===== src/sv/dtpr_pkg.sv =====
package dtpr_pkg;

   localparam int DTPR_MAX_SIDE = 4096;

   localparam int COORD_W      = 12;
   localparam int DISP_W       = 8;
   localparam int SIDE_REG_W   = 13;
   localparam int SIDE_REG_MAX = (2 ** SIDE_REG_W) - 1;
   localparam int MARGIN_W     = 8;
   localparam int OFFSET_W     = 8;
   localparam int BASE_W       = 24;
   localparam int FOCAL_W      = 14;
   localparam int POINT_W      = 38;

   localparam int DEN_W    = DISP_W + 1;
   localparam int DIFF_W   = COORD_W + 1;
   localparam int MAG_W    = COORD_W;
   localparam int ZLO_W    = POINT_W / 2;
   localparam int ZHI_W    = POINT_W - ZLO_W;
   localparam int PART_W   = MAG_W + ZHI_W;
   localparam int SCALED_W = MAG_W + POINT_W;

   localparam int CSR_IDX_W  = 3;
   localparam int CSR_DATA_W = 24;

   localparam int REQ_DATA_W  = 2 * COORD_W + DISP_W;
   localparam int RSP_PACK_W  = 3 * POINT_W;
   localparam int RSP_DATA_W  = ((RSP_PACK_W + 7) / 8) * 8;

   localparam logic [SIDE_REG_W-1:0] RESET_WIDTH  = SIDE_REG_W'(640);
   localparam logic [SIDE_REG_W-1:0] RESET_HEIGHT = SIDE_REG_W'(480);
   localparam logic [MARGIN_W-1:0]   RESET_MARGIN = '0;
   localparam logic [OFFSET_W-1:0]   RESET_OFFSET = '0;
   localparam logic [BASE_W-1:0]     RESET_BASE   = BASE_W'(256);
   localparam logic [FOCAL_W-1:0]    RESET_FOCAL  = FOCAL_W'(500);

   typedef enum logic [CSR_IDX_W-1:0] {
      CSR_IMAGE_WIDTH   = 3'd0,
      CSR_IMAGE_HEIGHT  = 3'd1,
      CSR_WINDOW_MARGIN = 3'd2,
      CSR_DISP_OFFSET   = 3'd3,
      CSR_BASELINE      = 3'd4,
      CSR_FOCAL_LENGTH  = 3'd5
   } csr_index_type;

   typedef struct packed {
      logic [SIDE_REG_W-1:0] w_eff;
      logic [SIDE_REG_W-1:0] h_eff;
      logic [MARGIN_W-1:0]   margin;
      logic [OFFSET_W-1:0]   offset;
      logic [FOCAL_W-1:0]    focal;
      logic [POINT_W-1:0]    fb;
   } cfg_type;

endpackage


===== src/sv/dtpr_skid.sv =====
module dtpr_skid
   import dtpr_pkg::*;
#(
   parameter int DATA_W = RSP_PACK_W
) (
   input  logic              clock,
   input  logic              reset,
   input  logic              in_vld,
   input  logic [DATA_W-1:0] in_data,
   output logic              in_rdy,
   output logic              out_vld,
   output logic [DATA_W-1:0] out_data,
   input  logic              out_rdy
);

   logic              main_vld_ff, main_vld_in;
   logic [DATA_W-1:0] main_data_ff, main_data_in;
   logic              spare_vld_ff, spare_vld_in;
   logic [DATA_W-1:0] spare_data_ff, spare_data_in;

   always_comb begin
      main_vld_in   = main_vld_ff;
      main_data_in  = main_data_ff;
      spare_vld_in  = spare_vld_ff;
      spare_data_in = spare_data_ff;
      if (spare_vld_ff) begin
         if (out_rdy) begin
            main_data_in = spare_data_ff;
            spare_vld_in = 1'b0;
         end
      end else if (in_vld) begin
         if (!main_vld_ff || out_rdy) begin
            main_vld_in  = 1'b1;
            main_data_in = in_data;
         end else begin
            spare_vld_in  = 1'b1;
            spare_data_in = in_data;
         end
      end else if (out_rdy) begin
         main_vld_in = 1'b0;
      end
   end

   always_ff @(posedge clock) begin
      if (reset) begin
         main_vld_ff  <= 1'b0;
         spare_vld_ff <= 1'b0;
      end else begin
         main_vld_ff  <= main_vld_in;
         spare_vld_ff <= spare_vld_in;
      end
   end

   always_ff @(posedge clock) begin
      main_data_ff  <= main_data_in;
      spare_data_ff <= spare_data_in;
   end

   assign in_rdy   = !spare_vld_ff;
   assign out_vld  = main_vld_ff;
   assign out_data = main_data_ff;

endmodule


===== config.mk =====
export PLATFORM = sky130hd
export DESIGN_NAME = dtpr_skid
export DESIGN_NICKNAME = d
export VERILOG_FILES = /design/src/sv/dtpr_pkg.sv /design/src/sv/dtpr_skid.sv
export SDC_FILE = /design/constraint.sdc
export NUM_CORES = 1
export LEC_CHECK = 0
export ABC_CLOCK_PERIOD_IN_PS = 25000
export BUFFER_PORTS_ARGS = -buffer_cell sky130_fd_sc_hd__buf_2
export CORE_MARGIN = 10
export CORE_UTILIZATION = 29
export CTS_CLUSTER_DIAMETER = 100
export CTS_CLUSTER_SIZE = 20
export DETAILED_ROUTE_END_ITERATION = 6
export PLACE_DENSITY_LB_ADDON = 0.1
export SLEW_MARGIN = 20
export SYNTH_ARGS = -nofsm -noshare
export SYNTH_HDL_FRONTEND = slang
export SYNTH_SLANG_ARGS = --single-unit

===== constraint.sdc =====
create_clock -name clock -period 25 [get_ports clock]
set_input_delay 2.5 -clock clock [delete_from_list [all_inputs] [get_ports clock]]
set_output_delay 2.5 -clock clock [all_outputs]
set_load 0.1 [all_outputs]

==> summary.md <==
| Metric | Value |
|---|---|
| Layout area overhead | 23.5% |
| Final Cycle Share | 17.3% |
| GR Util met1 | 11.8% |
| Area leader, netlist | edfxtp_1 |
| RSZ-0062 raised after global routing | false |
| Nets | 726 |
| Met2 Usage GRT | 17.4% |
| Post-synthesis register bit count | 230 |
| Power per cell area | 81.3 nW/µm² |
| Crit-path cells | inv_1, buf_2 |
| First-pass GRT wire length | 28.7 mm |
| Peak supply drop | 46.2 µV |
| Finished Layout Cells | 997 |
| GR Overflow Total | 0 |
| Row count | 62 |
| Critical path's largest stage delay | 860 ps |
| Status | finished, final reports clean |
| Total global-route track usage | 10.0% |
| Fill cells | 2830 |
| Top-area cell type share of the netlist area | 81.9% |
| DR vias/cell | 4.19 |
| Syn_nets | 485 |
| Register Area | 6890 µm² |
| Final setup vio count | 0 |
| Post-CTS Setup Bufs | 0 |
| Post-synthesis sequential area ratio | 82.4% |
| Hold_buf cts | 0 |
| DRC viols | 0 |
| Critical Path Sink Type | primary output |
| Gate Count Post-Synth | 367 |
| Initial DRC count | 136 |
| GPL Wtd Cong | 0.701 |
| Setup WS pre-CTS | 20240 ps |
| Hold Crit Depth | 2 |
| Routing usage on met3 | 3.00% |
| Initial Util | 29.3% |
| Hold path start | out_vld |
| Die span in y | 190 µm |
| MaxCap Viol Count | 0 |
| CP required | 22500 ps |
| Slowest CP cell | dfxtp_4 |
| Initial antenna violation count | 1 |
| Vias in the first global route | 4762 |
| Slew margin rel. | 41.5% |
| I/O Buffers | 233 |
| FMAX | 232 MHz |
| Clock Path Buffers | 3 |
| Root buffer cell | clkbuf_16 |
| FF-to-FF setup slack | 22080 ps |
| Reg clk slew, reported paths | 80 ps |
| Setup CP Type | register to primary output |
| Top post-synthesis cells by area | edfxtp_1, mux2_2, buf_6 |
| H-tree depth | 1 |
| Die X | 190 µm |
| Clk_skew | 12.0 ps |
| Crit Reg-Reg Endpoint | out_data[53] |
| Most frequent cells in the layout | buf_2, edfxtp_1, mux2_2 |
| Hold WC Path Type | register to register |
| Yosys warns | 0 |
| Setup TNS | 0 ps |
| Final worst setup slack | 20680 ps |
| FF-to-FF path depth | 2 |
| GR peak layer | met2 |
| Slew Limit Fails | 0 |
| Average size of a mapped cell | 22.8 µm² |
| DP HPWL | 12.9 mm |
| Most common cell after layout, fill and taps aside | buf_2 |
| Routed wire length | 19.0 mm |
| Post-synth cell types | 14 |
| Period minus WS final | 4320 ps |
| Worst R2R Start | spare_vld_ff |
| DR vias | 4182 |
| Multi-input gate area | 1350 µm² |
| Antenna Violating Nets Remaining | 0 |
| Core Region | 28500 µm² |
| Share of cells above drive strength 1 | 60.5% |
| PostCTS Resize Cnt | 0 |
| Routed len/inst | 19.1 µm |
| IO Pins | 234 |
| Worst Setup Start Kind | register |
| Pre-antenna DRT Iters | 4 |
| CTS tree | done |
| Pleak | 3.72 nW |
| Hold EP | out_vld |
| Die ar. | 36000 µm² |
| Worst Path Max Fanout | 58 |
| Largest net degree at the start of global routing | 64 |
| CP Data Arrival Time | 1820 ps |
| Final Hold Viols | 0 |
| Placed Instances | 975 |
| Mapped cell area | 8360 µm² |
| Worst Tran Pin Value | 877 ps |
| Clk sinks | 230 |
| CTS Buf Count | 15 |
| Worst skew pair latency | 470 ps |
## per-stage QoR
| step | area, µm² | util (%) | hold WS, ps | power (mW) |
|---|---|---|---|---|
| finish | 10300 | 36.2 | 516 | 0.840 |
| global route | 10300 | 36.2 | 546 | 0.877 |
| CTS | 10300 | 36.2 | 521 | 0.859 |
| detailed placement | 9920 | 34.8 | 508 | 0.620 |
| global placement | 9920 | 34.8 | 489 | 0.619 |
| floorplan | 8360 | - | 523 | 0.587 |
## synthesized netlist by cell type, drive strengths merged
| cell type | count |
|---|---|
| a211oi | 1 |
| buf | 13 |
| dfxtp | 2 |
| edfxtp | 228 |
| inv | 2 |
| mux2 | 114 |
| nand2 | 1 |
| nand2b | 1 |
| nor2 | 1 |
| nor2b | 1 |
| nor3 | 1 |
| o22a | 1 |
| o32ai | 1 |
## cell type report
type	count	area share, %
clock inverter	2	0.121
timing repair buffer	237	11.6
multi-input combinational	122	13.0
clock buffer	19	3.78
sequential	230	66.7
inverter	2	0.0727
tap	384	4.65
antenna	1	0.0242
## flip-flops by register name (all words and copies together) (netlist names)
| register | count |
|---|---|
| spare_data_ff | 114 |
| out_vld | 1 |
| spare_vld_ff | 1 |
| out_data | 114 |
## worst max-delay path by stage
stage / from / to / slack (ps)
after floorplan: in_vld / spare_data_ff[0] / 13960
after global placement: in_vld / spare_data_ff[59] / 20260
after detailed placement: in_vld / spare_data_ff[53] / 20240
after CTS: spare_vld_ff / in_rdy / 20570
after global routing: spare_vld_ff / in_rdy / 20480
final: spare_vld_ff / in_rdy / 20680
## metal layers
| layer | part of all wire (%) | vias up | wire length, µm |
|---|---|---|---|
| li1 | - | 1948 | - |
| met1 | 41 | 2090 | 7830 |
| met2 | 50 | 124 | 9540 |
| met3 | 6.7 | 20 | 1270 |
| met4 | 1.8 | 0 | 345 |
| met5 | 0 | - | 0 |
## kinds of logic (layout without fill, tap and decap cells)
logic type	count (synthesis)	in the layout	share of synthesized area [%]
DFF	230	230	82.4
buffers and inverters	15	260	1.69
muxes	114	114	15.4
AOI/OAI and AO/OA	3	3	0.299
other	0	1	0
and+or+nand+nor	5	5	0.299
## where the power goes
part,internal [mW],switching [mW]
clock network,0.111,0.121
logic,0.0263,0.127
registers,0.448,0.00649
total,0.585,0.255
## critical path: cells and delay by family, from the launching register on
kind / cells / cell delay (ps)
buf+inv: 2 / 470
flops: 1 / 860
No activity file was read; power rests on OpenSTA's default activity.
