File: src/sv/dtpr_pkg.sv
package dtpr_pkg;

   localparam int DTPR_MAX_SIDE = 4096;

   localparam int COORD_W      = 12;
   localparam int DISP_W       = 8;
   localparam int SIDE_REG_W   = 13;
   localparam int SIDE_REG_MAX = (2 ** SIDE_REG_W) - 1;
   localparam int MARGIN_W     = 8;
   localparam int OFFSET_W     = 8;
   localparam int BASE_W       = 24;
   localparam int FOCAL_W      = 14;
   localparam int POINT_W      = 38;

   localparam int DEN_W    = DISP_W + 1;
   localparam int DIFF_W   = COORD_W + 1;
   localparam int MAG_W    = COORD_W;
   localparam int ZLO_W    = POINT_W / 2;
   localparam int ZHI_W    = POINT_W - ZLO_W;
   localparam int PART_W   = MAG_W + ZHI_W;
   localparam int SCALED_W = MAG_W + POINT_W;

   localparam int CSR_IDX_W  = 3;
   localparam int CSR_DATA_W = 24;

   localparam int REQ_DATA_W  = 2 * COORD_W + DISP_W;
   localparam int RSP_PACK_W  = 3 * POINT_W;
   localparam int RSP_DATA_W  = ((RSP_PACK_W + 7) / 8) * 8;

   localparam logic [SIDE_REG_W-1:0] RESET_WIDTH  = SIDE_REG_W'(640);
   localparam logic [SIDE_REG_W-1:0] RESET_HEIGHT = SIDE_REG_W'(480);
   localparam logic [MARGIN_W-1:0]   RESET_MARGIN = '0;
   localparam logic [OFFSET_W-1:0]   RESET_OFFSET = '0;
   localparam logic [BASE_W-1:0]     RESET_BASE   = BASE_W'(256);
   localparam logic [FOCAL_W-1:0]    RESET_FOCAL  = FOCAL_W'(500);

   typedef enum logic [CSR_IDX_W-1:0] {
      CSR_IMAGE_WIDTH   = 3'd0,
      CSR_IMAGE_HEIGHT  = 3'd1,
      CSR_WINDOW_MARGIN = 3'd2,
      CSR_DISP_OFFSET   = 3'd3,
      CSR_BASELINE      = 3'd4,
      CSR_FOCAL_LENGTH  = 3'd5
   } csr_index_type;

   typedef struct packed {
      logic [SIDE_REG_W-1:0] w_eff;
      logic [SIDE_REG_W-1:0] h_eff;
      logic [MARGIN_W-1:0]   margin;
      logic [OFFSET_W-1:0]   offset;
      logic [FOCAL_W-1:0]    focal;
      logic [POINT_W-1:0]    fb;
   } cfg_type;

endpackage

File: src/sv/dtpr_div.sv
module dtpr_div
   import dtpr_pkg::*;
#(
   parameter int DVS_W  = DEN_W,
   parameter int Q_W    = POINT_W,
   parameter int SIDE_W = 1
) (
   input  logic              clock,
   input  logic              reset,
   input  logic              adv,
   input  logic              in_vld,
   input  logic [Q_W-1:0]    in_num,
   input  logic [DVS_W-1:0]  in_rem,
   input  logic [DVS_W-1:0]  in_den,
   input  logic [SIDE_W-1:0] in_side,
   output logic              out_vld,
   output logic [Q_W-1:0]    out_quot,
   output logic [SIDE_W-1:0] out_side
);

   // two quotient bits per stage; Q_W is even
   localparam int STAGES = Q_W / 2;

   logic              vld_ff  [STAGES];
   logic              vld_in  [STAGES];
   logic [Q_W-1:0]    num_ff  [STAGES];
   logic [Q_W-1:0]    num_in  [STAGES];
   logic [DVS_W-1:0]  rem_ff  [STAGES];
   logic [DVS_W-1:0]  rem_in  [STAGES];
   logic [DVS_W-1:0]  den_ff  [STAGES];
   logic [DVS_W-1:0]  den_in  [STAGES];
   logic [Q_W-1:0]    quot_ff [STAGES];
   logic [Q_W-1:0]    quot_in [STAGES];
   logic [SIDE_W-1:0] side_ff [STAGES];
   logic [SIDE_W-1:0] side_in [STAGES];

   logic              p_vld;
   logic [Q_W-1:0]    p_num;
   logic [DVS_W-1:0]  p_rem;
   logic [DVS_W-1:0]  p_den;
   logic [Q_W-1:0]    p_quot;
   logic [SIDE_W-1:0] p_side;
   logic [DVS_W:0]    r1;
   logic [DVS_W:0]    r2;
   logic              ge1;
   logic              ge2;
   logic [DVS_W-1:0]  mid;

   always_comb begin
      for (int s = 0; s < STAGES; s++) begin
         if (s == 0) begin
            p_vld  = in_vld;
            p_num  = in_num;
            p_rem  = in_rem;
            p_den  = in_den;
            p_quot = '0;
            p_side = in_side;
         end else begin
            p_vld  = vld_ff[s-1];
            p_num  = num_ff[s-1];
            p_rem  = rem_ff[s-1];
            p_den  = den_ff[s-1];
            p_quot = quot_ff[s-1];
            p_side = side_ff[s-1];
         end
         r1  = {p_rem, p_num[Q_W-1]};
         ge1 = (r1 >= {1'b0, p_den});
         mid = ge1 ? DVS_W'(r1 - {1'b0, p_den}) : r1[DVS_W-1:0];
         r2  = {mid, p_num[Q_W-2]};
         ge2 = (r2 >= {1'b0, p_den});
         vld_in[s]  = p_vld;
         rem_in[s]  = ge2 ? DVS_W'(r2 - {1'b0, p_den}) : r2[DVS_W-1:0];
         num_in[s]  = {p_num[Q_W-3:0], 2'b00};
         quot_in[s] = {p_quot[Q_W-3:0], ge1, ge2};
         den_in[s]  = p_den;
         side_in[s] = p_side;
      end
   end

   always_ff @(posedge clock) begin
      for (int s = 0; s < STAGES; s++) begin
         if (reset) begin
            vld_ff[s] <= 1'b0;
         end else if (adv) begin
            vld_ff[s] <= vld_in[s];
         end
      end
   end

   always_ff @(posedge clock) begin
      if (adv) begin
         for (int s = 0; s < STAGES; s++) begin
            num_ff[s]  <= num_in[s];
            rem_ff[s]  <= rem_in[s];
            den_ff[s]  <= den_in[s];
            quot_ff[s] <= quot_in[s];
            side_ff[s] <= side_in[s];
         end
      end
   end

   assign out_vld  = vld_ff[STAGES-1];
   assign out_quot = quot_ff[STAGES-1];
   assign out_side = side_ff[STAGES-1];

endmodule

File: config.mk
export PLATFORM = sky130hd
export DESIGN_NAME = dtpr_div
export DESIGN_NICKNAME = d
export VERILOG_FILES = /design/src/sv/dtpr_pkg.sv /design/src/sv/dtpr_div.sv
export SDC_FILE = /design/constraint.sdc
export NUM_CORES = 2
export LEC_CHECK = 0
export ABC_AREA = 1
export BUFFER_PORTS_ARGS = -buffer_cell sky130_fd_sc_hd__buf_2
export CAP_MARGIN = 0
export CORE_ASPECT_RATIO = 2
export CORE_MARGIN = 4
export CORE_UTILIZATION = 27
export CTS_CLUSTER_SIZE = 16
export DETAILED_ROUTE_END_ITERATION = 12
export HOLD_SLACK_MARGIN = 0.02
export PLACE_DENSITY_LB_ADDON = 0.08
export SLEW_MARGIN = 30
export SYNTH_ARGS = -nofsm -noshare
export SYNTH_HDL_FRONTEND = slang
export SYNTH_SLANG_ARGS = --single-unit
File: constraint.sdc
create_clock -name clock -period 3.4 [get_ports clock]
set_input_delay 0.17 -clock clock [delete_from_list [all_inputs] [get_ports clock]]
set_output_delay 0.17 -clock clock [all_outputs]
set_load 0.005 [all_outputs]
==> impl_metrics.ini <==
[detailed_routing]
routed_wl_um = 159000
vias_per_cell = 4.34
drt-pass1-iter-count = 5
postRouteAntennaNets = 0
num_vias = 39196
post-route-drc-count = 0
drt-initial-drc-count = 1323
wire_per_inst_um = 17.6

[setup_path]
path_class = reg2reg
critPathTopFamily = simple AND/OR/NAND/NOR gates
path_buf_inv = 5
r2r_start = num_ff[6][35]$_DFFE_PP_
reg2reg_to = rem_ff[7][6]$_DFFE_PP_
crit_path_end_kind = register
slowest_stage = edfxtp_1
worstSetupStartpoint = num_ff[6][35]$_DFFE_PP_
worstPathArrival_ns = 3.98
path_common_cell = nand2_2
start_kind = register
rr_worst_depth = 23
reg2reg_setup_slack_ns = -0.11
required_ns = 3.87
critPathMaxFanout = 6
cpPeakStageDelay_ns = 0.43
path_cells = inv_1 -> ha_2 -> inv_2 -> fa_2 -> nand3_2 -> nand2_2 -> nand2_2 -> nand2_2 -> nand2_2 -> nand2_2 -> buf_8 -> buf_6 -> a21oi_4 -> ha_4 -> nand2_2 -> nand2_2 -> a21oi_2 -> nand2_2 -> a21boi_4 -> nand3_4 -> buf_8 -> nand2_4 -> nand2_4

[cells_and_area]
mostFrequentLayoutCell = buf_4
fin_nets = 6822
fill_cells = 19180
drive_above_1_share = 0.412
area_delta_synth_final_pct = 45.2
mostFrequentLayoutCells = buf_4, edfxtp_1, nand2_1
final_util = 0.394

[worst_hold_path]
hold_end = rem_ff[0][5]$_DFFE_PP_
min_path_type = in2reg
holdPathStages = 6
hold_start = in_rem[3]

[floorplanning]
io_pins = 101
fp-row-count = 229
core_um2 = 195000
die_h_um = 634
die_area_um2 = 204000
floorplan.initialDensity = 0.272
die_x_um = 321

[sta]
whs_ns = 0.0730
fin_crit_sh = 1.03
fmax_mhz = 285
maxSlewViolCount = 0
relSlewSlack = 0.489
worst_pin_slew_ns = 0.766
rsz0062_at_grt = yes
skew_ns = 0.0316
finalHoldViolCount = 0
setup_viol = 35
setup_ws_ns = -0.108
finalCriticalPeriod_ns = 3.51

[placed_design]
place_congestion = 0.839
dp.final_hpwl_um = 118000
portBuffers = 100

[clock_network]
clk_path_buf_depth = 3
clkLatencyLatePin_ns = 0.74
cts_tree = yes
clkSinkCount = 1084
clock_tree.root_cell = clkbuf_16
clkTransAtPathRegs_ns = 0.06
cts_made_buffers = 112
htreeDepth = 3

[yosys]
synth_warnings = 0
ys_types = 41
synth_edf_count = 1084
synth_nets = 5244
postSynthAreaPerCell_um2 = 11.0
synth-seq-cells = 1084
async_flop_share = 0
syn_inst = 4804
syn-cell-area_um2 = 52900
synth_ff_type = edfxtp_1
ys_seq_area_frac = 0.615

[global_route]
grt_max_degree = 131
gr-total-overflow = 0
antenna_found_initial = 2
grt_pass1_wl_um = 234000
grt_pass1_vias = 41163
grt_use_total = 0.152

[run_status]
violations = negative setup slack
outcome = finished with violations

[job]
drv_cap = 0
-- kinds of logic (layout without fill, tap and decap cells) --
kind of cell / Yosys count / after routing / share of synthesized area
adders and majority gates: 379 / 379 / 0.0949
buffers and inverters: 629 / 2295 / 0.0471
other: 0 / 2 / 0
xor gates and xnor gates: 177 / 177 / 0.0293
and+or+nand+nor: 2135 / 2143 / 0.171
DFF: 1084 / 1084 / 0.615
AOI/OAI and AO/OA: 400 / 400 / 0.0421
-- cell usage after synthesis (2+ instances only) --
master / n / area share
a21boi_0: 10 / 0.0014
a21o_1: 25 / 0.0035
a21oi_1: 224 / 0.021
a21oi_2: 8 / 0.0013
a31oi_1: 26 / 0.0031
buf_2: 12 / 0.0011
buf_4: 5 / 0.00071
buf_6: 13 / 0.0028
edfxtp_1: 1084 / 0.62
fa_1: 37 / 0.014
ha_1: 342 / 0.081
inv_1: 594 / 0.042
inv_2: 4 / 0.00028
nand2_1: 1359 / 0.096
nand2_2: 23 / 0.0027
nand2_4: 2 / 0.00043
nand3_1: 295 / 0.028
nand3_2: 8 / 0.0015
nand3_4: 3 / 0.00099
nand3b_1: 31 / 0.0044
nand4_1: 69 / 0.0082
nand4_2: 2 / 0.00047
nor2_1: 269 / 0.019
nor2_2: 13 / 0.0015
nor2_4: 6 / 0.0013
nor3_1: 28 / 0.0026
o21a_1: 6 / 0.00085
o21ai_0: 74 / 0.0070
o21ai_1: 5 / 0.00047
o21ai_2: 5 / 0.00083
o21bai_1: 15 / 0.0021
or2_0: 2 / 0.00024
or2_2: 22 / 0.0026
xnor2_1: 76 / 0.013
xor2_1: 101 / 0.017
-- metrics by stage --
step | std cells | setup WS [ns] | cell area, um2 | TNS (ns)
6_report | 9021 | -0.108 | 76800 | -1.72
5_1_grt | 9021 | -0.239 | 76800 | -16.65
4_1_cts | 8892 | -0.140 | 72600 | -3.83
3_5_place_dp | 8483 | -0.788 | 64600 | -62.40
3_3_place_gp | 8483 | -0.822 | 64600 | -62.53
2_1_floorplan | 4804 | 0.0266 | 52900 | 0
-- tightest hold or removal path, delay by kind of cell --
family,cells,cell delay (ns)
AO/OA/AOI/OAI,1,0.15
buffers and inverters,2,0.24
AND/OR/NAND/NOR,3,0.14
-- final cells by class --
type                    instances  area [um2]  share of cell area
flip-flops and latches       1084       32600               0.424
multi-input cells            3099       23200               0.302
repair buffers               1486       11800               0.153
well taps                    2541        3180              0.0414
clock buffers                 122        2840              0.0370
inverters                     598        2280              0.0297
clock inverters                88         972              0.0127
repair inverters                1        7.51           0.0000977
diodes                          2        5.00           0.0000652
-- per-layer routing --
| layer | routed length [um] | up-vias | track usage |
|---|---|---|---|
| met5 | 0 | - | 0 |
| met4 | 12200 | 0 | 0.0996 |
| met3 | 3290 | 376 | 0.0166 |
| met2 | 99100 | 525 | 0.338 |
| met1 | 44500 | 18761 | 0.114 |
| li1 | - | 19534 | - |
-- state kept, by name, indices dropped and copies added (netlist names) --
name     count
vld_ff      19
num_ff     342
den_ff     162
rem_ff     162
quot_ff    380
side_ff     19
-- how the worst max path moves through the flow --
stage / to / slack, ns / cells after the start
2_1_floorplan: rem_ff[1][7]$_DFFE_PP_ / 0.03 / 22
3_3_place_gp: rem_ff[7][6]$_DFFE_PP_ / -0.82 / 23
3_5_place_dp: rem_ff[7][6]$_DFFE_PP_ / -0.79 / 23
4_1_cts: rem_ff[7][6]$_DFFE_PP_ / -0.14 / 23
5_1_grt: rem_ff[7][6]$_DFFE_PP_ / -0.24 / 24
6_report: rem_ff[7][6]$_DFFE_PP_ / -0.11 / 23
-- what timing repair did --
action,in CTS,in global routing
buffers inserted,132,128
endpoints found under the hold margin,83,0
gates cloned,19,7
gates resized for setup,606,758
setup endpoints to repair,170,181
hold buffers,50,0
pin swaps,174,353
Power is left out: the tool's default activity adds up to more than one toggle a clock period on the data nets, which glitch-free logic cannot reach.
