$ cat src/sv/dtpr_pkg.sv
package dtpr_pkg;

   localparam int DTPR_MAX_SIDE = 4096;

   localparam int COORD_W      = 12;
   localparam int DISP_W       = 8;
   localparam int SIDE_REG_W   = 13;
   localparam int SIDE_REG_MAX = (2 ** SIDE_REG_W) - 1;
   localparam int MARGIN_W     = 8;
   localparam int OFFSET_W     = 8;
   localparam int BASE_W       = 24;
   localparam int FOCAL_W      = 14;
   localparam int POINT_W      = 38;

   localparam int DEN_W    = DISP_W + 1;
   localparam int DIFF_W   = COORD_W + 1;
   localparam int MAG_W    = COORD_W;
   localparam int ZLO_W    = POINT_W / 2;
   localparam int ZHI_W    = POINT_W - ZLO_W;
   localparam int PART_W   = MAG_W + ZHI_W;
   localparam int SCALED_W = MAG_W + POINT_W;

   localparam int CSR_IDX_W  = 3;
   localparam int CSR_DATA_W = 24;

   localparam int REQ_DATA_W  = 2 * COORD_W + DISP_W;
   localparam int RSP_PACK_W  = 3 * POINT_W;
   localparam int RSP_DATA_W  = ((RSP_PACK_W + 7) / 8) * 8;

   localparam logic [SIDE_REG_W-1:0] RESET_WIDTH  = SIDE_REG_W'(640);
   localparam logic [SIDE_REG_W-1:0] RESET_HEIGHT = SIDE_REG_W'(480);
   localparam logic [MARGIN_W-1:0]   RESET_MARGIN = '0;
   localparam logic [OFFSET_W-1:0]   RESET_OFFSET = '0;
   localparam logic [BASE_W-1:0]     RESET_BASE   = BASE_W'(256);
   localparam logic [FOCAL_W-1:0]    RESET_FOCAL  = FOCAL_W'(500);

   typedef enum logic [CSR_IDX_W-1:0] {
      CSR_IMAGE_WIDTH   = 3'd0,
      CSR_IMAGE_HEIGHT  = 3'd1,
      CSR_WINDOW_MARGIN = 3'd2,
      CSR_DISP_OFFSET   = 3'd3,
      CSR_BASELINE      = 3'd4,
      CSR_FOCAL_LENGTH  = 3'd5
   } csr_index_type;

   typedef struct packed {
      logic [SIDE_REG_W-1:0] w_eff;
      logic [SIDE_REG_W-1:0] h_eff;
      logic [MARGIN_W-1:0]   margin;
      logic [OFFSET_W-1:0]   offset;
      logic [FOCAL_W-1:0]    focal;
      logic [POINT_W-1:0]    fb;
   } cfg_type;

endpackage

$ cat src/sv/dtpr_csr.sv
module dtpr_csr
   import dtpr_pkg::*;
#(
   parameter int MAX_SIDE = DTPR_MAX_SIDE
) (
   input  logic                  clock,
   input  logic                  reset,
   input  logic                  csr_wr_en,
   input  logic [CSR_IDX_W-1:0]  csr_index,
   input  logic [CSR_DATA_W-1:0] csr_wdata,
   output cfg_type               cfg
);

   localparam logic [SIDE_REG_W-1:0] SIDE_CAP =
      SIDE_REG_W'((MAX_SIDE > SIDE_REG_MAX) ? SIDE_REG_MAX : MAX_SIDE);

   logic [SIDE_REG_W-1:0] width_ff, width_in;
   logic [SIDE_REG_W-1:0] height_ff, height_in;
   logic [MARGIN_W-1:0]   margin_ff, margin_in;
   logic [OFFSET_W-1:0]   offset_ff, offset_in;
   logic [BASE_W-1:0]     base_ff, base_in;
   logic [FOCAL_W-1:0]    focal_ff, focal_in;
   logic [POINT_W-1:0]    fb_ff, fb_in;

   always_comb begin
      width_in  = width_ff;
      height_in = height_ff;
      margin_in = margin_ff;
      offset_in = offset_ff;
      base_in   = base_ff;
      focal_in  = focal_ff;
      if (csr_wr_en) begin
         unique case (csr_index_type'(csr_index))
            CSR_IMAGE_WIDTH:   width_in  = csr_wdata[SIDE_REG_W-1:0];
            CSR_IMAGE_HEIGHT:  height_in = csr_wdata[SIDE_REG_W-1:0];
            CSR_WINDOW_MARGIN: margin_in = csr_wdata[MARGIN_W-1:0];
            CSR_DISP_OFFSET:   offset_in = csr_wdata[OFFSET_W-1:0];
            CSR_BASELINE:      base_in   = csr_wdata[BASE_W-1:0];
            CSR_FOCAL_LENGTH:  focal_in  = csr_wdata[FOCAL_W-1:0];
            default: ;
         endcase
      end
      fb_in = POINT_W'(focal_ff) * POINT_W'(base_ff);
   end

   always_ff @(posedge clock) begin
      if (reset) begin
         width_ff  <= RESET_WIDTH;
         height_ff <= RESET_HEIGHT;
         margin_ff <= RESET_MARGIN;
         offset_ff <= RESET_OFFSET;
         base_ff   <= RESET_BASE;
         focal_ff  <= RESET_FOCAL;
         fb_ff     <= POINT_W'(RESET_FOCAL) * POINT_W'(RESET_BASE);
      end else begin
         width_ff  <= width_in;
         height_ff <= height_in;
         margin_ff <= margin_in;
         offset_ff <= offset_in;
         base_ff   <= base_in;
         focal_ff  <= focal_in;
         fb_ff     <= fb_in;
      end
   end

   always_comb begin
      cfg.w_eff  = (width_ff > SIDE_CAP) ? SIDE_CAP : width_ff;
      cfg.h_eff  = (height_ff > SIDE_CAP) ? SIDE_CAP : height_ff;
      cfg.margin = margin_ff;
      cfg.offset = offset_ff;
      cfg.focal  = focal_ff;
      cfg.fb     = fb_ff;
   end

endmodule

$ cat config.mk
export PLATFORM = sky130hd
export DESIGN_NAME = dtpr_csr
export DESIGN_NICKNAME = d
export VERILOG_FILES = /design/src/sv/dtpr_pkg.sv /design/src/sv/dtpr_csr.sv
export SDC_FILE = /design/constraint.sdc
export NUM_CORES = 1
export LEC_CHECK = 0
export ABC_CLOCK_PERIOD_IN_PS = 11150
export BUFFER_PORTS_ARGS = -buffer_cell sky130_fd_sc_hd__buf_2
export CAP_MARGIN = 20
export CORE_ASPECT_RATIO = 0.5
export CORE_UTILIZATION = 35
export CTS_CLUSTER_SIZE = 14
export DETAILED_ROUTE_END_ITERATION = 7
export SYNTH_ARGS = -nofsm -noshare
export SYNTH_HDL_FRONTEND = slang
export SYNTH_SLANG_ARGS = --single-unit
$ cat constraint.sdc
create_clock -name clock -period 11.15 [get_ports clock]
set_clock_uncertainty 0.2 [all_clocks]
set_input_delay 1.6725 -clock clock [delete_from_list [all_inputs] [get_ports clock]]
set_output_delay 1.6725 -clock clock [all_outputs]
set_load 0.05 [all_outputs]
==> flow_summary.yaml, run 1 <==
pwr:
  power_density_nw_per_um2: 82.2
  ir_drop_mv: 0.103
  p_leak_nw: 7.90
clock_network:
  cts-resized-gates: 0
  clk_pin_slew_ps: 70
  max-clock-path-buffers: 2
  insertion_delay_ps: 440
  cts_tree: "yes"
  root_buffer: "clkbuf_16"
  cts_buffers: 17
  htree_levels: 4
  hold_buffers: 0
  postCtsSetupBuffers: 0
  cts_sinks: 118
critical_path:
  path_common_cell: "fa_1"
  reg2regPathDepth: 19
  path_max_fanout: 26
  r2r_end: "fb_ff[35]"
  path_cells: "and2_1 > fa_1 > inv_1 > fa_1 > inv_1 > fa_1 > fa_1 > fa_1 > inv_1 > fa_1 > inv_1 > ha_1 > nand4_1 > nor4_1 > o21ai_0 > o211ai_1 > nand3_1 > a211o_1 > o211ai_1"
  crit_type: "reg2reg"
  rrSetupSlack_ps: 4410
  start_kind: "flop"
  worstPathArrival_ps: 6910
  worst_path_max_delay_cell: "dfxtp_1"
  cp-end-kind: "flop"
  r2r-start: "focal_ff[3]"
  crit_required_ps: 11320
  critPathMaxStageDelay_ps: 980
flow_run:
  maxCapViolCount: 0
yosys:
  yosysWarnings: 0
  synth_seq_cells: 118
  yosys.cell_types.count: 55
  synth_top_area_share_pct: 35.0
  synthTopCellsByCount: "nand2_1 (377), fa_1 (261), inv_1 (257)"
  avgSynthCellArea_sq_um: 8.50
  seq_area_frac_synth_pct: 15.8
  synth_top_cells_by_area: "fa_1 (35%), dfxtp_1 (16%), nand2_1 (9.5%)"
  postSynthCellCount: 1755
  synth_edf_count: 0
  yosysTopAreaCell: "fa_1"
  syn-num-nets: 2148
  synth_flop_cell: "dfxtp_1"
  synth.most_common_cell: "nand2_1"
  synthArstFlopShare_pct: 0
  netlist_area_sq_um: 14900
placed_design:
  port_buffers: 123
  hpwl_mm: 30.6
  gp_congestion: 0.884
floorplan:
  num_rows: 53
  start_util_pct: 35.5
  die_area_sq_um: 43500
  io-pin-count: 124
  core_area_sq_um: 42000
  die_h_um: 148
  die_width_um: 294
routing:
  routed_wl_mm: 40.6
  drt-vias-per-instance: 4.93
  drt_iter0_markers: 701
  first_pass_iters: 5
  ant_nets: 0
  vias: 11900
  drc: 0
  routedWlPerCell_um: 16.9
timing:
  hold_viol_final: 0
  worst_pin_slew_ps: 1080
  drv_slew: 0
  hold_ws_ps: 252
  finalSetupTns_ps: 0
  max_freq_ghz: 0.148
  setup_viol: 0
  fin_crit_ps: 6740
  finalCritPeriodShare_pct: 60.5
  relSlewSlack_pct: 28.1
  grt_setup_unrepaired: "no"
global_routing:
  overflow: 0
  first_global_vias: 12000
  grt_use_total_pct: 19.5
  antenna_found_initial: 0
  grt_max_degree: 72
  grt_pass1_wl_mm: 65.8
hold_path:
  hp-start: "height_ff[3]"
  hold_class: "reg2reg"
  worstHoldPathCells: 2
  hold_end: "height_ff[3]"
final_layout:
  area_growth_pct: 11.1
  finalNetCount: 2205
  antenna_cells: 0
  drive_gt1_share_pct: 10.1
outcome:
  status: "finished clean"
-- cells in the final DEF, fill, tap and decap left out, types with 8 or more instances in the layout --
cell type,synthesis,routed
a21o_1,24,24
a21oi_1,99,99
and2_1,150,150
buf_2,7,122
buf_4,0,16
clkbuf_16,0,17
dfxtp_1,118,118
fa_1,261,261
ha_1,102,102
inv_1,257,257
nand2_1,377,377
nand2b_1,8,8
nand3_1,14,14
nand3b_1,13,13
nand4_1,11,11
nor2_1,56,56
nor2b_1,33,33
nor3_1,13,11
o21ai_0,18,18
xnor2_1,16,16
xor2_1,8,8
-- flip-flops by register name, summed over array words and instances, names as in the netlist --
name	flops
base_ff	24
height_ff	13
width_ff	13
margin_ff	8
offset_ff	8
focal_ff	14
fb_ff	38
-- cells by family (layout without fill, tap and decap cells) --
family                   after synthesis  count (layout)  synth area share (%)
AND/OR/NAND/NOR                      691             691                  21.7
XOR/XNOR                              24              24                  1.41
buffers and inverters                358             428                  9.11
AO/OA/AOI/OAI                        194             194                  7.93
flip-flops                           118             118                  15.8
multiplexers                           7               7                 0.511
adder cells (fa/ha/maj)              363             363                  43.6
-- metal layers --
layer | vias up | GRT usage, % | wire, um
met4 | 0 | 5.23 | 701
met5 | - | 0 | 0
met1 | 6050 | 26.3 | 18300
met2 | 265 | 32.6 | 19700
li1 | 5484 | - | -
met3 | 52 | 3.10 | 1940
-- worst max-delay path by stage --
stage                     start        end  slack (ps)
finish              focal_ff[3]  fb_ff[35]        4410
global route        focal_ff[3]  fb_ff[35]        4000
global placement    focal_ff[3]  fb_ff[35]        4570
floorplan           focal_ff[5]  fb_ff[36]        4800
CTS                 focal_ff[2]  fb_ff[35]        4510
detailed placement  focal_ff[3]  fb_ff[35]        4550
-- layout make-up --
class / count / area (sq um)
clock buffers: 17 / 425
clock inverters: 15 / 149
fillers: 4382 / 25500
inverters: 257 / 965
multi-input cells: 1279 / 11200
flip-flops and latches: 118 / 2360
well taps: 577 / 722
repair buffers: 139 / 746
-- power breakdown --
| group | internal (W) | switching, W | leakage, nW |
|---|---|---|---|
| clock | 0.000297 | 0.000246 | 0.278 |
| combinational | 0.000116 | 0.000244 | 6.67 |
| sequential | 0.000441 | 0.0000191 | 0.958 |
| total | 0.000853 | 0.000510 | 7.90 |
-- metrics by stage --
| stage | instance area (sq um) | total power (W) | std cells | util (%) | worst slack [ps] |
|---|---|---|---|---|---|
| 3_5_place_dp | 16000 | 0.000831 | 2370 | 38.1 | 4550 |
| 4_1_cts | 16600 | 0.00138 | 2402 | 39.4 | 4510 |
| 6_report | 16600 | 0.00136 | 2402 | 39.4 | 4410 |
| 5_1_grt | 16600 | 0.00143 | 2402 | 39.4 | 4000 |
| 2_1_floorplan | 14900 | 0.000727 | 1755 | - | 4800 |
| 3_3_place_gp | 16000 | 0.000829 | 2369 | 38.0 | 4570 |
-- worst max-delay path: cells and delay by family, from the launching register on --
family	cells	cell delay, ps
fa+ha+maj	7	3200
simple gates	4	1140
flops	1	980
compound gates	4	860
buf+inv	4	280
Note: power is estimated with default switching activity, not from simulation.
==> inputs of run 2 (changes only) <==
Settings changed: ABC_AREA set to 1, ABC_CLOCK_PERIOD_IN_PS 11150 to 5500.
Clock period 11.15 ns to 5.5 ns, I/O delays scaled along.
==> run 2 against run 1 <==
The run now ends with setup timing left. Critical path type unchanged. Largest cell class unchanged. Sequential share of layout area is 1.6 points lower. Register-to-register slack worse by 4400 ps. Clock-buffer cell count stayed put. Area after synthesis is 3.8% higher. Utilization is 4.7 points higher. Design area is 16% higher. Hold slack better by 1.0 ps.
==> flow_summary.yaml, run 2 <==
final_layout:
  layout_common_cells: "inv_1 (503), nand2_1 (488), fa_1 (252)"
  antenna_cells: 0
  final_common_cell: "inv_1"
  fill_cells: 4452
  drive_gt1_share_pct: 23.4
  largest_registers: "fb_ff x38, base_ff x24, focal_ff x14"
  finalNetCount: 2709
  regMostFlops: "fb_ff"
  largest_reg_flops: 38
  area_growth_pct: 24.2
  final_util_pct: 44.1
critical_path:
  worst_path_max_delay_cell: "fa_1"
  path_cells: "buf_6 > nand2_1 > fa_1 > inv_1 > fa_1 > fa_1 > fa_2 > fa_1 > inv_2 > fa_1 > inv_2 > ha_4 > nand2_2 > nand2_2 > nand2_2 > nand2_2 > o21bai_4 > nand2_1 > nand2_1 > nor2_2 > nand2_1 > nand2_1 > nor2_1 > buf_4"
  path_max_fanout: 6
  rrSetupSlack_ps: -0.4
  cp-end-kind: "flop"
  cp_top_family: "adder cells"
  path_buf_inv: 5
  crit_type: "reg2reg"
  critPathMaxStageDelay_ps: 610
  crit_required_ps: 5640
  start_kind: "flop"
  worstPathArrival_ps: 5640
floorplan:
  io-pin-count: 124
  start_util_pct: 35.5
  core_area_sq_um: 43600
  die_width_um: 300
  die_h_um: 151
  die_area_sq_um: 45200
  num_rows: 54
outcome:
  violations: "setup timing"
  status: "finished with violations"
yosys:
  synth.most_common_cell: "nand2_1"
  synth-simple-area-share_pct: 20.8
  netlist_area_sq_um: 15500
  synth_flop_cell: "dfxtp_1"
  synthMuxAreaShare_pct: 0
  yosys.cell_types.count: 32
  synthArstFlopShare_pct: 0
  seq_area_frac_synth_pct: 15.2
  postSynthCellCount: 2108
  synthTopCellsByCount: "nand2_1 (534), inv_1 (528), fa_1 (261)"
  synthXorXnorAreaFrac_pct: 0.396
  syn-num-nets: 2501
  synth_adder_area_share_pct: 41.9
  synth_seq_cells: 118
  avgSynthCellArea_sq_um: 7.35
  synth_top_cells_by_area: "fa_1 (34%), dfxtp_1 (15%), nand2_1 (13%)"
  yosysWarnings: 0
  synth_top_area_share_pct: 33.7
  synth_edf_count: 0
  yosysTopAreaCell: "fa_1"
  synth-compound-area-share_pct: 6.39
  synth_top_family_by_area: "adder cells"
placed_design:
  hpwl_mm: 38.3
  gp_congestion: 0.905
  port_buffers: 123
pwr:
  ir_drop_mv: 0.286
  p_leak_nw: 10.7
  power_w: 0.00411
  power_density_nw_per_um2: 214
global_routing:
  grt_pass1_wl_mm: 73.5
  grt_max_degree: 50
  antenna_found_initial: 2
  grt_use_total_pct: 21.1
  overflow: 0
  first_global_vias: 13300
routing:
  routedWlPerCell_um: 16.0
  drt-vias-per-instance: 4.69
  ant_nets: 0
  drc: 0
  first_pass_iters: 5
  routed_wl_mm: 46.7
  vias: 13700
  drt_iter0_markers: 1043
timing:
  finalSetupTns_ps: -0.421
  hold_ws_ps: 253
  finalCritPeriodShare_pct: 100
  max_freq_ghz: 0.182
  drv_slew: 0
  worst_pin_slew_ps: 1030
  fin_crit_ps: 5500
  relSlewSlack_pct: 31.3
  grt_setup_unrepaired: "yes"
  hold_viol_final: 0
  setup_viol: 1
  fin_ws_ps: -0.421
clock_network:
  root_buffer: "clkbuf_16"
  htree_levels: 4
  max-clock-path-buffers: 2
  insertion_delay_ps: 430
  hold_buffers: 0
  cts_tree: "yes"
  clk_pin_slew_ps: 70
  cts_sinks: 118
  cts_buffers: 17
hold_path:
  hold_class: "reg2reg"
flow_run:
  maxCapViolCount: 0
run 2: cell types whose count changed after synthesis, sizes merged, moves of 9 or more:
| cell | change |
|---|---|
| a21oi | -21 |
| nand3b | -12 |
| nand2 | +174 |
| nor2b | -33 |
| nor3 | -9 |
| xnor2 | -12 |
| a21o | -23 |
| nor2 | +144 |
| and2 | -151 |
| nand3 | +23 |
| inv | +278 |
| o21ai | +72 |
| nand4 | -9 |
run 2: final timing paths:
check               start            to  cells past startpoint
max           focal_ff[8]     fb_ff[27]                     24
min          offset_ff[7]  offset_ff[7]                      2
max reg2reg   focal_ff[8]     fb_ff[27]                     24
min reg2reg  offset_ff[7]  offset_ff[7]                      2
run 2: kinds of logic (layout without fill, tap and decap cells):
group                    after synthesis  count (layout)
AO/OA/AOI/OAI                        189             189
XOR/XNOR                               7               7
adder cells (fa/ha/maj)              363             363
buffers and inverters                627             848
flip-flops                           118             118
AND/OR/NAND/NOR                      804             804
run 2: area by class of cell:
class	count	area, sq um	area share (%)
clock buffers	17	425	2.21
clock inverters	15	176	0.917
inverters	535	2010	10.5
multi-input cells	1363	11500	59.6
flip-flops and latches	118	2430	12.6
well taps	588	736	3.82
repair buffers	281	2000	10.4
run 2: per-stage QoR:
stage          worst slack (ps)  std cells  cell area, sq um
3_3_place_gp               -168       2874             17800
5_1_grt                    -160       2917             19200
4_1_cts                    3.09       2908             18600
6_report                 -0.421       2917             19200
3_5_place_dp               -159       2874             17800
2_1_floorplan             -13.0       2108             15500
run 2: routing by layer:
metal / vias to the layer above / track usage [%] / part of all wire, %
met1: 6667 / 31.6 / 48
met4: 0 / 3.93 / 1.3
li1: 6510 / - / -
met5: - / 0 / 0
met2: 473 / 32.6 / 44
met3: 37 / 2.77 / 7.0
run 2: where the power goes:
part,internal [W],switching [W]
logic,0.000743,0.00122
clock network,0.000650,0.000525
registers,0.000918,0.0000517
total,0.00231,0.00180
run 2: what timing repair did:
item | 4_1_cts | 5_1_grt
gates resized for setup | 38 | 197
buffers inserted | 2 | 11
hold endpoints to repair | 0 | 0
pin swaps | 10 | 70
endpoints found under the setup margin | 26 | 26
run 2: worst reg2reg max path, delay by kind of cell, from the launching register on:
family | cells | cell delay (ps)
adders and majority gates | 7 | 3450
buffers and inverters | 5 | 440
and+or+nand+nor | 11 | 720
DFF | 1 | 410
AOI/OAI and AO/OA | 1 | 180
==> inputs of run 3 (changes only) <==
Settings changed: CELL_PAD_IN_SITES_DETAIL_PLACEMENT set to 1, CELL_PAD_IN_SITES_GLOBAL_PLACEMENT set to 1, PLACE_DENSITY_LB_ADDON set to 0.1.
==> run 3 against run 2 <==
The run still ends with setup timing left. Design area increased by 5.1%. First-iteration DRC count decreased by 40%. Combinational power increased by 14%. Register-to-register slack got worse by 20 ps. Power increased by 7.2%. Maximum frequency decreased by 0.37%.
==> flow_summary.yaml, run 3 (same netlist as run 2, synthesis figures left out) <==
routing:
  ant_nets: 0
  routed_wl_mm: 53.4
  drc: 0
  first_pass_iters: 5
  routedWlPerCell_um: 18.0
  drt-vias-per-instance: 4.68
  vias: 13900
  drt_iter0_markers: 631
floorplan:
  core_area_sq_um: 43600
  die_area_sq_um: 45200
  start_util_pct: 35.5
  die_width_um: 300
  num_rows: 54
  io-pin-count: 124
  die_h_um: 151
critical_path:
  cp-end-kind: "flop"
  crit_path_start: "focal_ff[8]"
  crit_type: "reg2reg"
  r2r-start: "focal_ff[8]"
  worstPathArrival_ps: 5700
  start_kind: "flop"
  crit_required_ps: 5680
  path_max_fanout: 5
global_routing:
  grt_max_degree: 46
  grt_use_total_pct: 23.8
  antenna_found_initial: 0
  overflow: 0
  grt.busiest_layer: "met1"
  use_met3_pct: 4.48
  met1_usage_pct: 36.5
  first_global_vias: 14100
  met2_usage_pct: 34.5
  grt_pass1_wl_mm: 81.5
clock_network:
  htree_levels: 4
  cts_buffers: 17
  max-clock-path-buffers: 2
  insertion_delay_ps: 470
  cts_sinks: 118
  hold_buffers: 0
  root_buffer: "clkbuf_16"
  clk_pin_slew_ps: 90
  cts_tree: "yes"
timing:
  max_freq_ghz: 0.181
  grt_setup_unrepaired: "yes"
  drv_slew: 0
  fin_ws_ps: -21.1
  relSlewSlack_pct: 30.6
  hold_viol_final: 0
  finalCritPeriodShare_pct: 100
  worst_pin_slew_ps: 1040
  setup_viol: 6
  fin_crit_ps: 5520
  finalSetupTns_ps: -80.9
pwr:
  power_density_nw_per_um2: 218
  clockPowerShare_pct: 27.3
  p_leak_nw: 11.1
  power.share.combinational_pct: 50.8
  p_sw_w: 0.00194
  swShare_pct: 43.9
  p_int_w: 0.00247
  power_frac_seq_pct: 21.9
  ir_drop_mv: 0.233
placed_design:
  placed_cell_area_sq_um: 17700
  hpwl_mm: 41.0
  port_buffers: 123
  gp_congestion: 0.852
final_layout:
  layout_common_cells: "inv_1 (468), nand2_1 (445), fa_1 (239)"
  drive_gt1_share_pct: 29.6
  finalNetCount: 2761
  largest_reg_flops: 38
  final_common_cell: "inv_1"
  fill_cells: 5388
  final_area_sq_um: 20200
  regMostFlops: "fb_ff"
  largest_registers: "fb_ff x38, base_ff x24, focal_ff x14"
  antenna_cells: 0
  area_growth_pct: 30.5
hold_path:
  hold_class: "reg2reg"
  hp-start: "offset_ff[2]"
outcome:
  status: "finished with violations"
  violations: "setup timing"
flow_run:
  maxCapViolCount: 0
## run 3: timing repair
item / CTS / global route
resized for setup: 78 / 355
pin swaps: 17 / 130
endpoints found under the setup margin: 28 / 28
setup buffers: 17 / 41
gates cloned: 0 / 1
hold endpoints to repair: 0 / 0
## run 3: worst paths after layout
check                           depth (start not counted)  slack [ps]      endpoint
worst max register to register                         24         -20     fb_ff[35]
worst min-delay path                                    2         240  offset_ff[2]
worst max-delay path                                   24         -20     fb_ff[35]
worst min register to register                          2         240  offset_ff[2]
## run 3: area by class of cell
type | instances | area, sq um | share of cell area, %
Clock buffer | 19 | 453 | 2.24
Sequential cell | 118 | 2440 | 12.1
Multi-Input combinational cell | 1363 | 11900 | 59.0
Tap cell | 588 | 736 | 3.64
Timing Repair Buffer | 333 | 2500 | 12.3
Clock inverter | 13 | 145 | 0.717
Inverter | 535 | 2020 | 9.99
## run 3: per-stage QoR
| stage | worst slack (ps) | std cells | util [%] | hold slack (ps) | power, W |
|---|---|---|---|---|---|
| 2_1_floorplan | -13.0 | 2108 | - | 243 | 0.00196 |
| 3_3_place_gp | -363 | 2877 | 40.6 | 231 | 0.00261 |
| 3_5_place_dp | -398 | 2877 | 40.6 | 236 | 0.00261 |
| 4_1_cts | -29.3 | 2926 | 43.1 | 246 | 0.00398 |
| 5_1_grt | -256 | 2969 | 46.4 | 264 | 0.00465 |
| 6_report | -21.1 | 2969 | 46.4 | 241 | 0.00441 |
## run 3: worst max-delay path, stage by stage, from the launching register on
cell and delay (ps):
dfxtp_4 380, buf_12 130, nand2_2 50, inv_2 40, fa_1 550, inv_2 40, fa_1 540, inv_1 50
fa_1 520, fa_1 460, fa_1 530, inv_1 60, fa_1 490, inv_2 50, ha_4 350, nand2_4 90
nor2_4 110, inv_1 70, nor2_2 120, nand2_1 90, nand2_2 110, nand2_2 90, nand3_1 90, nand2_1 60
nor2_2 140
## run 3: power groups by stage
| stage | Sequential, W | Combinational (W) | Clock (W) |
|---|---|---|---|
| 3_3_place_gp | 0.00100 | 0.00161 | 0 |
| 3_5_place_dp | 0.000996 | 0.00161 | 0 |
| 4_1_cts | 0.000973 | 0.00178 | 0.00123 |
| 2_1_floorplan | 0.00115 | 0.000810 | 0 |
| 5_1_grt | 0.000972 | 0.00242 | 0.00126 |
| 6_report | 0.000966 | 0.00224 | 0.00120 |
## run 3: metal layers
layer  wire (um)  vias to the layer above
met1       28000                     6966
li1            -                     6619
met4         571                        0
met5           0                        -
met2       22400                      262
met3        2420                       45
